File: src/hdl/imh_pkg.sv
// ----------------------------------------------------------------------------
// imh_pkg: shared types and codes for the indexed min-heap
// Command and status codes, the slot entry, the datapath micro-operations
// and the status word that the datapath returns to the controller.
// ----------------------------------------------------------------------------
package imh_pkg;

    localparam int CAPACITY_DEF = 1024;
    localparam int ID_COUNT_DEF = 1024;

    localparam int ID_WIDTH    = 10;
    localparam int KEY_WIDTH   = 32;
    localparam int CMD_WIDTH   = 2;
    localparam int STAT_WIDTH  = 3;
    localparam int COUNT_WIDTH = 11;

    localparam logic [CMD_WIDTH-1:0] CMD_INSERT   = 2'd0;
    localparam logic [CMD_WIDTH-1:0] CMD_DECREASE = 2'd1;
    localparam logic [CMD_WIDTH-1:0] CMD_EXTRACT  = 2'd2;
    localparam logic [CMD_WIDTH-1:0] CMD_QUERY    = 2'd3;

    localparam logic [STAT_WIDTH-1:0] ST_OK      = 3'd0;
    localparam logic [STAT_WIDTH-1:0] ST_EMPTY   = 3'd1;
    localparam logic [STAT_WIDTH-1:0] ST_FULL    = 3'd2;
    localparam logic [STAT_WIDTH-1:0] ST_ABSENT  = 3'd3;
    localparam logic [STAT_WIDTH-1:0] ST_PRESENT = 3'd4;

    typedef struct packed {
        logic [ID_WIDTH-1:0]  id;
        logic [KEY_WIDTH-1:0] key;
    } slot_entry_t;

    typedef enum logic [3:0] {
        OP_NONE    = 4'd0,
        OP_CLEAR   = 4'd1,
        OP_ACCEPT  = 4'd2,
        OP_LOOKUP  = 4'd3,
        OP_KEY     = 4'd4,
        OP_EXTLAST = 4'd5,
        OP_UP      = 4'd6,
        OP_UPCMP   = 4'd7,
        OP_DN      = 4'd8,
        OP_DNL     = 4'd9,
        OP_DNR     = 4'd10,
        OP_LOAD    = 4'd11
    } dp_op_t;

    typedef struct packed {
        logic                 clr_done;
        logic [CMD_WIDTH-1:0] cmd;
        logic                 id_ok;
        logic                 member;
        logic                 full;
        logic                 empty;
        logic                 at_root;
        logic                 no_left;
        logic                 has_right;
        logic                 move;
    } dp_status_t;

endpackage

File: src/hdl/imh_ctrl.sv
// ----------------------------------------------------------------------------
// imh_ctrl: heap controller
// Sequences the clearing pass, the lookup, sift-up and sift-down steps, and
// runs both handshakes.
// ----------------------------------------------------------------------------
module imh_ctrl import imh_pkg::*;
(
    input  logic       clk,
    input  logic       rst_n,
    input  logic       in_valid,
    output logic       in_ready,
    output logic       out_valid,
    input  logic       out_ready,
    input  dp_status_t st,
    output dp_op_t     op
);

    typedef enum logic [10:0] {
        S_CLR     = 11'b000_0000_0001,
        S_IDLE    = 11'b000_0000_0010,
        S_LOOKUP  = 11'b000_0000_0100,
        S_KEY     = 11'b000_0000_1000,
        S_EXTLAST = 11'b000_0001_0000,
        S_UP      = 11'b000_0010_0000,
        S_UPCMP   = 11'b000_0100_0000,
        S_DN      = 11'b000_1000_0000,
        S_DNL     = 11'b001_0000_0000,
        S_DNR     = 11'b010_0000_0000,
        S_DONE    = 11'b100_0000_0000
    } state_t;

    state_t state_reg;
    state_t state_next;
    logic   out_valid_reg;
    logic   out_valid_next;
    logic   load;

    assign in_ready  = state_reg == S_IDLE;
    assign out_valid = out_valid_reg;
    assign load      = (state_reg == S_DONE) && (!out_valid_reg || out_ready);

    always_comb
    begin
        state_next = state_reg;
        op         = OP_NONE;
        case (state_reg)
            S_CLR:
            begin
                op = OP_CLEAR;
                if (st.clr_done)
                begin
                    state_next = S_IDLE;
                end
            end
            S_IDLE:
            begin
                if (in_valid)
                begin
                    op         = OP_ACCEPT;
                    state_next = S_LOOKUP;
                end
            end
            S_LOOKUP:
            begin
                op         = OP_LOOKUP;
                state_next = S_DONE;
                if (st.cmd == CMD_EXTRACT)
                begin
                    if (!st.empty)
                    begin
                        state_next = S_EXTLAST;
                    end
                end
                else if (st.id_ok)
                begin
                    case (st.cmd)
                        CMD_INSERT:
                        begin
                            if (st.member)
                            begin
                                state_next = S_KEY;
                            end
                            else if (!st.full)
                            begin
                                state_next = S_UP;
                            end
                        end
                        CMD_DECREASE:
                        begin
                            if (st.member)
                            begin
                                state_next = S_UP;
                            end
                        end
                        default:
                        begin
                            if (st.member)
                            begin
                                state_next = S_KEY;
                            end
                        end
                    endcase
                end
            end
            S_KEY:
            begin
                op         = OP_KEY;
                state_next = S_DONE;
            end
            S_EXTLAST:
            begin
                // last entry was the root: nothing left to sift
                op         = OP_EXTLAST;
                state_next = st.empty ? S_DONE : S_DN;
            end
            S_UP:
            begin
                op         = OP_UP;
                state_next = st.at_root ? S_DONE : S_UPCMP;
            end
            S_UPCMP:
            begin
                op         = OP_UPCMP;
                state_next = st.move ? S_UP : S_DONE;
            end
            S_DN:
            begin
                op         = OP_DN;
                state_next = st.no_left ? S_DONE : S_DNL;
            end
            S_DNL:
            begin
                op = OP_DNL;
                if (st.has_right)
                begin
                    state_next = S_DNR;
                end
                else
                begin
                    state_next = st.move ? S_DN : S_DONE;
                end
            end
            S_DNR:
            begin
                op         = OP_DNR;
                state_next = st.move ? S_DN : S_DONE;
            end
            S_DONE:
            begin
                if (load)
                begin
                    op         = OP_LOAD;
                    state_next = S_IDLE;
                end
            end
            default:
            begin
                state_next = S_IDLE;
            end
        endcase
    end

    always_comb
    begin
        out_valid_next = out_valid_reg;
        if (out_valid_reg && out_ready)
        begin
            out_valid_next = 1'b0;
        end
        if (load)
        begin
            out_valid_next = 1'b1;
        end
    end

    always_ff @(posedge clk or negedge rst_n)
    begin
        if (!rst_n)
        begin
            state_reg     <= S_CLR;
            out_valid_reg <= 1'b0;
        end
        else
        begin
            state_reg     <= state_next;
            out_valid_reg <= out_valid_next;
        end
    end

    a_accept_lookup: assert property (@(posedge clk) disable iff (!rst_n)
        (in_valid && in_ready) |=> (state_reg == S_LOOKUP))
        else $error("accepted transfer did not start a lookup");

    a_result_from_done: assert property (@(posedge clk) disable iff (!rst_n)
        $rose(out_valid) |-> $past(state_reg == S_DONE))
        else $error("result raised outside completion");

    a_sift_up_loops: assert property (@(posedge clk) disable iff (!rst_n)
        (state_reg == S_UPCMP && st.move) |=> (state_reg == S_UP))
        else $error("sift-up swap did not continue");

    a_no_accept_in_clear: assert property (@(posedge clk) disable iff (!rst_n)
        (state_reg == S_CLR && !st.clr_done) |=> !in_ready)
        else $error("input taken during clearing pass");

endmodule

File: config.mk
export PLATFORM = sky130hd
export DESIGN_NAME = imh_ctrl
export DESIGN_NICKNAME = d
export VERILOG_FILES = /design/src/hdl/imh_pkg.sv /design/src/hdl/imh_ctrl.sv
export SDC_FILE = /design/constraint.sdc
export NUM_CORES = 1
export LEC_CHECK = 0
export BUFFER_PORTS_ARGS = -buffer_cell sky130_fd_sc_hd__buf_2
export CORE_MARGIN = 2
export CORE_UTILIZATION = 54
export DETAILED_ROUTE_END_ITERATION = 10
export PLACE_DENSITY = 0.91
export RECOVER_POWER = 100
export SYNTH_ARGS = -nofsm -noshare
export SYNTH_HDL_FRONTEND = slang
export SYNTH_SLANG_ARGS = --single-unit
File: constraint.sdc
create_clock -name clk -period 4.4 [get_ports clk]
set_input_delay 0.66 -clock clk [delete_from_list [all_inputs] [get_ports clk]]
set_output_delay 0.66 -clock clk [all_outputs]
set_load 0.02 [all_outputs]
==> results of run 1 <==
[power breakdown]
group	internal, W	total, W	switching [W]
registers	0.000123	0.000138	0.0000148
logic	0.0000644	0.000166	0.000101
clock network	0.0000503	0.0000913	0.0000410
total	0.000238	0.000395	0.000157
[path summary, 6_finish.rpt]
kind	from	endpoint	slack, ns
worst max-delay path	state_reg[2]	op[0]	1.20
worst min register to register	out_valid	out_valid	0.57
worst min-delay path	rst_n	out_valid	0.36
min in group clk	st[10]	state_reg[0]	0.50
worst max register to register	state_reg[2]	state_reg[7]	2.28
max in group asynchronous	rst_n	state_reg[5]	3.62
[kinds of logic after synthesis]
logic type,count (synthesis),synth area share
and+or+nand+nor,61,0.454
buffers and inverters,3,0.0153
xor gates and xnor gates,2,0.0215
DFF,12,0.370
AOI/OAI and AO/OA,15,0.140
[layout make-up]
| class | instances | area (um^2) | area share |
|---|---|---|---|
| flip-flops and latches | 12 | 302 | 0.321 |
| well taps | 16 | 20.0 | 0.0213 |
| clock buffers | 4 | 36.3 | 0.0387 |
| repair buffers | 20 | 91.3 | 0.0973 |
| inverters | 2 | 7.51 | 0.00800 |
| multi-input cells | 78 | 482 | 0.513 |
[stage by stage]
stage / total power (W) / hold WS (ns)
floorplan: 0.000268 / 0.364
global placement: 0.000309 / 0.508
detailed placement: 0.000316 / 0.545
CTS: 0.000407 / 0.249
global route: 0.000419 / 0.418
finish: 0.000395 / 0.364
[metal layers]
metal,part of all wire,global-route usage
met1,0.41,0.298
met2,0.51,0.445
met3,0.069,0.0596
met4,0.017,0.0813
met5,0,0
[placed cells by master, fill, tap and decap left out, types with 2 or more instances in the layout]
master,instances
xnor2_1,2
buf_2,13
nor3b_1,3
a211oi_1,2
dfrtp_1,11
nand2b_1,7
and2_0,3
nand4_1,3
nand3b_1,4
nand3_1,3
nor2_1,15
nor3_1,3
clkbuf_4,3
o21ai_0,3
clkbuf_1,7
nor4_1,4
nor2b_1,3
inv_1,2
nand2_1,5
==> flow_summary.ini, run 1 <==
[sta]
fin_crit_sh = 0.728
setup_total_negative_slack_ns = 0
hold_viol = 0
worst_pin_slew_ns = 0.841
fmax_ghz = 0.312
layout_min_cycle_time_ns = 3.20
fin_skew_ns = 0.00730
fin_ws_ns = 1.20
slew_violations = 0
rsz0062_at_grt = no
maxSlewHeadroom = 0.434
setup_viol = 0

[yosys]
yosysSeqAreaShare = 0.370
synth_edf_count = 0
yosys-top-cells-count = 15 x nor2_1, 11 x dfrtp_1, 7 x nand2b_1
yosysTopAreaCell = dfrtp_1
async_reset_ff_frac = 1.00
yosysWarnings = 0
ys_ff_latch = 12
ys.flop_type = dfrtp_1
netlist_area_um2 = 816
synth_nets = 108
synth_top_area_share = 0.337
syn_avg_cell_area_um2 = 8.77
synth_cells = 93
synth.distinct_cells = 40
yosysMostFrequentCell = nor2_1
synth.area.top_cells = dfrtp_1 34%, nor2_1 6.9%, nand2b_1 5.4%, nand3b_1 3.7%, dfstp_2 3.2%

[worst_setup_path]
worst-path-stages = 6
path_buf_inv = 1
reg2reg_depth = 4
setup.worst_path.end_class = output port
required_ns = 3.74
startpoint_type = flop
slowest_delay_ns = 0.75
critical_path_class = reg2out
cp.arrival_ns = 2.54
cp_cell_sequence = nor4_1 -> nand2_1 -> nor4b_1 -> nor2_1 -> nand4_1 -> clkbuf_1
cp_top_family = simple AND/OR/NAND/NOR gates
cp_max_fo = 6
slowest_stage = nor4_1

[global_routing]
grt_usage = 0.253
grt_pass1_vias = 796
antenna_found_initial = 0
grt_overflow = 0
grt_pass1_wl_um = 3480
grt_max_degree = 13

[route]
drt-total-wl_um = 2020
vias = 806
ant_nets = 0
wl_per_cell_um = 15.3
drcViolationCount = 0
dr.pass1.iters = 4
viasPerCell = 6.11
first_iter_violations = 45

[floorplanning]
start_util = 0.561
dieArea_um2 = 1840
coreArea_um2 = 1450
rows = 14
die_x_um = 42.9
fp.dieH_um = 42.9
ioPinCount = 21

[cells_and_area]
stdcell_count = 132
diodes = 0
design_area_um2 = 938
area_growth_pct = 15.0
fillers = 137
fin_nets = 132
fin_util = 0.645
layout-drive-gt1-share = 0.190
largest_reg_flops = 11

[clock_tree]
clk_pin_slew_worst_paths_ns = 0.09
cts_hold_buf = 0
htreeDepth = 1
tritoncts_num_sinks = 12
worstSkewPairLatency_ns = 0.28
clock_path_buffers = 2
post-cts-setup-buffers = 0
cts_buffers = 3
cts_root_buf = clkbuf_4
cts_tree = yes
cts-resized-gates = 0

[placed_design]
pre_cts_ws_ns = 1.88
place_congestion = 0.895
dp_cells = 128
hpwl_um = 1590
portBuffers = 20
dpl_cell_area_um2 = 931

[worst_hold_path]
hp-class = in2async

[power_and_ir_drop]
p_per_area_nw_per_um2 = 421
p_leak_nw = 0.402
ir_drop_mv = 0.236

[run_status]
outcome = finished clean

[flow_run]
drv_cap = 0
No activity file was read; power rests on OpenSTA's default activity.
==> run 2, diff against run 1 <==
ABC_AREA = 1   (was default)
CORE_UTILIZATION = 46   (was 54)
PLACE_DENSITY = 0.83   (was 0.91)
clock period = 2.8 ns   (was 4.4 ns; I/O delays follow)
==> flow_summary.ini, run 2 <==
[run_status]
outcome = finished clean

[sta]
worst_pin_slew_ns = 0.650
fin_skew_ns = 0.00196
fin_crit_sh = 0.830
setup_total_negative_slack_ns = 0
fmax_ghz = 0.430
hold_viol = 0
setup_viol = 0
fin_ws_ns = 0.477
maxSlewHeadroom = 0.567
layout_min_cycle_time_ns = 2.32
rsz0062_at_grt = no
slew_violations = 0
holdWs_ns = 0.136

[clock_tree]
tritoncts_num_sinks = 12
cts-resized-gates = 0
htreeDepth = 1
clock_path_buffers = 2
worstSkewPairLatency_ns = 0.28
cts_root_buf = clkbuf_4
cts_buffers = 3
clk_pin_slew_worst_paths_ns = 0.08
cts_hold_buf = 0
post-cts-setup-buffers = 0
cts_tree = yes

[worst_setup_path]
cp_top_family = simple AND/OR/NAND/NOR gates
slowest_delay_ns = 0.42
setup.worst_path.end_class = output port
regToRegSetupSlack_ns = 1.20
slowest_stage = dfrtp_1
cp_cell_sequence = nor2_1 -> nand2_1 -> nor2_1 -> nand2_1 -> and3_1 -> nand4_1 -> buf_2
cp_max_fo = 5
critical_path_class = reg2out
required_ns = 2.38
path_buf_inv = 1
startpoint_type = flop
cp.arrival_ns = 1.90

[cells_and_area]
area_growth_pct = 16.4
largest_reg_flops = 11
diodes = 0
regArea_um2 = 302
final_common_cell = nand2_1
fillers = 185
layout-drive-gt1-share = 0.175
fin_util = 0.571
multi_input_area_um2 = 440
mostFrequentLayoutCells = 30 x nand2_1, 27 x nor2_1, 19 x inv_1
fin_nets = 170

[floorplanning]
fp.dieH_um = 46.9
ioPinCount = 21
rows = 15
coreArea_um2 = 1730
start_util = 0.491
die_x_um = 46.9
dieArea_um2 = 2200

[global_routing]
gr-usage-met2 = 0.337
grtUsageMet3 = 0.0346
antenna_found_initial = 0
grt_max_degree = 13
grt_pass1_wl_um = 3100
grt_pass1_vias = 806
grt_usage = 0.198
grt_busiest_layer = met2
grt_overflow = 0
grtUsageMet1 = 0.238

[route]
vias = 947
wl_per_cell_um = 11.3
drcViolationCount = 0
drt-total-wl_um = 2020
viasPerCell = 5.29
dr.pass1.iters = 4
first_iter_violations = 41
ant_nets = 0

[yosys]
synth_edf_count = 0
netlist_area_um2 = 847
synth_compound_area_frac = 0.0753
yosysMostFrequentCell = nand2_1
yosysSeqAreaShare = 0.356
ys_ff_latch = 12
yosys-top-cells-count = 30 x nand2_1, 21 x nor2_1, 18 x inv_1
yosysWarnings = 0
synthXorXnorAreaFrac = 0
synth.distinct_cells = 21
synth_nets = 145
synth.area.top_cells = dfrtp_1 32%, nand2_1 13%, nor2_1 9.3%, inv_1 8.0%, nand3_1 6.5%
ys.flop_type = dfrtp_1
synth_top_area_share = 0.325
synth_top_family_by_area = simple AND/OR/NAND/NOR gates
synthMuxAreaShare = 0
async_reset_ff_frac = 1.00
syn_avg_cell_area_um2 = 6.52
synth_cells = 130
yosysTopAreaCell = dfrtp_1
synth-simple-area-share = 0.474
synth-adder-area-share = 0

[placed_design]
place_congestion = 0.871
portBuffers = 20
pre_cts_ws_ns = 0.954
hpwl_um = 1650

[flow_run]
drv_cap = 0

[power_and_ir_drop]
ir_drop_mv = 0.339
p_leak_nw = 0.533
p_total_w = 0.000636
p_per_area_nw_per_um2 = 645

[worst_hold_path]
hp-class = in2async
[run 2: cell types whose count changed after synthesis, moves of 4 or more]
| cell | previous run | this run |
|---|---|---|
| o21ai_0 | 2 | 6 |
| nand2_1 | 5 | 30 |
| nor2_1 | 15 | 21 |
| nand3b_1 | 4 | 0 |
| inv_1 | 2 | 18 |
| nand3_1 | 3 | 11 |
| nand4_1 | 3 | 7 |
| nor2_2 | 0 | 4 |
| nand2b_1 | 7 | 0 |
[run 2: cells by family after synthesis]
kind of cell / count (synthesis)
flops: 12
simple gates: 85
buf+inv: 21
compound gates: 12
[run 2: path summary, 6_finish.rpt]
kind                               from            to  cells past startpoint
setup / recovery           state_reg[2]         op[0]                      7
setup reg to reg           state_reg[9]  state_reg[1]                      8
hold / removal                    rst_n  state_reg[1]                      1
min in group clk                 st[10]  state_reg[0]                      2
hold reg to reg            state_reg[1]  state_reg[0]                      3
max in group asynchronous         rst_n  state_reg[8]                      1
[run 2: power breakdown]
| group | internal (W) | switching, W |
|---|---|---|
| Clock | 0.0000791 | 0.0000616 |
| Sequential | 0.000194 | 0.0000178 |
| Combinational | 0.0000899 | 0.000194 |
[run 2: layer usage]
metal | part of all wire | vias to the layer above
met3 | 0.056 | 8
met2 | 0.49 | 43
met1 | 0.43 | 431
li1 | - | 465
met5 | 0 | -
met4 | 0.018 | 0
[run 2: per-stage QoR]
stage	cell area, um^2	std cells
final	986	179
after global routing	986	179
after CTS	1010	179
after detailed placement	978	175
after global placement	978	175
after floorplan	847	130
[run 2: layout make-up]
cell class,instances,area share
multi-input combinational,97,0.447
sequential,12,0.306
timing repair buffer,20,0.0977
inverter,21,0.0812
clock buffer,4,0.0368
tap,25,0.0317
==> run 3, diff against run 2 <==
clock period = 2 ns   (was 2.8 ns; I/O delays follow)
==> flow_summary.ini, run 3 (same netlist as run 2, synthesis figures left out) <==
[clock_tree]
clock_path_buffers = 2
htreeDepth = 1
worstSkewPairLatency_ns = 0.28
tritoncts_num_sinks = 12
cts_buffers = 3
cts_tree = yes
cts_root_buf = clkbuf_4
clk_pin_slew_worst_paths_ns = 0.08

[cells_and_area]
area_growth_pct = 25.8
largest_reg_flops = 11
mostFrequentLayoutCells = 28 x nand2_1, 20 x nor2_1, 18 x inv_1
fin_util = 0.617
layout-drive-gt1-share = 0.259
final_common_cell = nand2_1
diodes = 0
fin_nets = 174
fillers = 166

[worst_hold_path]
worstHoldPathCells = 2
hp-start = st[10]
hp-class = in2reg

[floorplanning]
coreArea_um2 = 1730
die_x_um = 46.9
dieArea_um2 = 2200
fp.dieH_um = 46.9
start_util = 0.491
ioPinCount = 21
rows = 15

[worst_setup_path]
slowest_delay_ns = 0.57
cp_top_family = simple AND/OR/NAND/NOR gates
critical_path_class = reg2out
cp.arrival_ns = 1.75
cp_cell_sequence = inv_1 -> nor3b_1 -> nand2_1 -> nand4_1 -> buf_2
startpoint_type = flop
setup.worst_path.end_class = output port
slowest_stage = dfstp_2
startpoint = state_reg[0]
reg2reg_depth = 6
worst-path-stages = 5
timing.rr.start = state_reg[0]
path_buf_inv = 2
required_ns = 1.70
cp_max_fo = 2

[route]
vias = 979
drt-total-wl_um = 2150
wl_per_cell_um = 11.7
dr.pass1.iters = 4
ant_nets = 0
viasPerCell = 5.35
drcViolationCount = 0
first_iter_violations = 50

[sta]
rsz0062_at_grt = yes
fin_skew_ns = 0.00198
maxSlewHeadroom = 0.560
worst_pin_slew_ns = 0.660
setup_viol = 3
slew_violations = 0
fin_crit_sh = 1.03
holdWs_ns = 0.152
layout_min_cycle_time_ns = 2.05
hold_viol = 0
fin_ws_ns = -0.0500
fmax_ghz = 0.488
setup_total_negative_slack_ns = -0.135

[power_and_ir_drop]
seq_power_share = 0.302
p_per_area_nw_per_um2 = 926
pwr-share-clk = 0.201
p_leak_nw = 0.563
p_total_w = 0.000987
combPwrFrac = 0.497
ir_drop_mv = 0.516
p_int_w = 0.000567
p_sw_frac = 0.425
power.switching_w = 0.000420

[global_routing]
antenna_found_initial = 0
grt_pass1_wl_um = 3130
grt_usage = 0.201
grt_pass1_vias = 809
grt_max_degree = 13
grt_overflow = 0

[placed_design]
portBuffers = 20
hpwl_um = 1650
place_congestion = 0.871

[run_status]
outcome = complete, but fails checks
violations = setup timing

[flow_run]
drv_cap = 0
-- run 3: cell types whose count changed in the layout (fill, tap and decap cells not counted), moves of 2 or more --
cell | before | now
o21ai_1 | 1 | 3
nand2_2 | 2 | 4
nor2_1 | 27 | 20
nor2_2 | 0 | 4
o21ai_0 | 8 | 6
buf_4 | 0 | 4
nand2_1 | 30 | 28
nor2_4 | 1 | 4
-- run 3: worst register-to-register path, cell delays in order (launching register included) --
cell     delay (ns)
dfstp_2        0.57
inv_1          0.08
nor3b_1        0.34
nand2_1        0.18
nor2_2         0.13
nor2_1         0.06
a21oi_1        0.16
-- run 3: power groups by stage --
stage	Clock [W]	Combinational, W	Sequential, W
floorplan	0	0.000304	0.000301
global placement	0	0.000408	0.000300
detailed placement	0	0.000415	0.000300
CTS	0.000198	0.000433	0.000296
global route	0.000209	0.000539	0.000300
finish	0.000198	0.000490	0.000298
-- run 3: final timing paths --
check / endpoint / slack, ns
worst max-delay path: op[0] / -0.05
worst min-delay path: state_reg[0] / 0.15
worst max register to register: state_reg[1] / 0.41
worst min register to register: out_valid / 0.62
max in group asynchronous: state_reg[8] / 1.02
min in group asynchronous: state_reg[1] / 0.56
-- run 3: timing repair --
item	in CTS	in global routing
endpoints found under the setup margin	2	3
gates resized for setup	2	5
endpoints found under the hold margin	11	0
pin swaps	0	5
setup buffers	0	3
hold buffers	1	0
-- run 3: metal layers --
metal	vias to the layer above	wire length, um	share of wire	track usage
li1	474	-	-	-
met1	446	895	0.42	0.245
met2	52	1040	0.49	0.337
met3	7	153	0.071	0.0346
met4	0	56	0.026	0.106
met5	-	0	0	0
-- run 3: metrics by stage --
stage                     instances  instance area, um^2  setup WS [ns]
after floorplan                 130                  847          0.473
after global placement          175                  978          0.259
after detailed placement        175                  978          0.274
after CTS                       180                 1030       -0.00152
after global routing            183                 1070         -0.127
final                           183                 1070        -0.0500
-- run 3: cell type report --
class | count | area (um^2) | area share
tap | 25 | 31.3 | 0.0293
sequential | 12 | 302 | 0.283
timing repair buffer | 24 | 139 | 0.130
multi-input combinational | 97 | 478 | 0.448
clock buffer | 4 | 36.3 | 0.0340
inverter | 21 | 80.1 | 0.0751
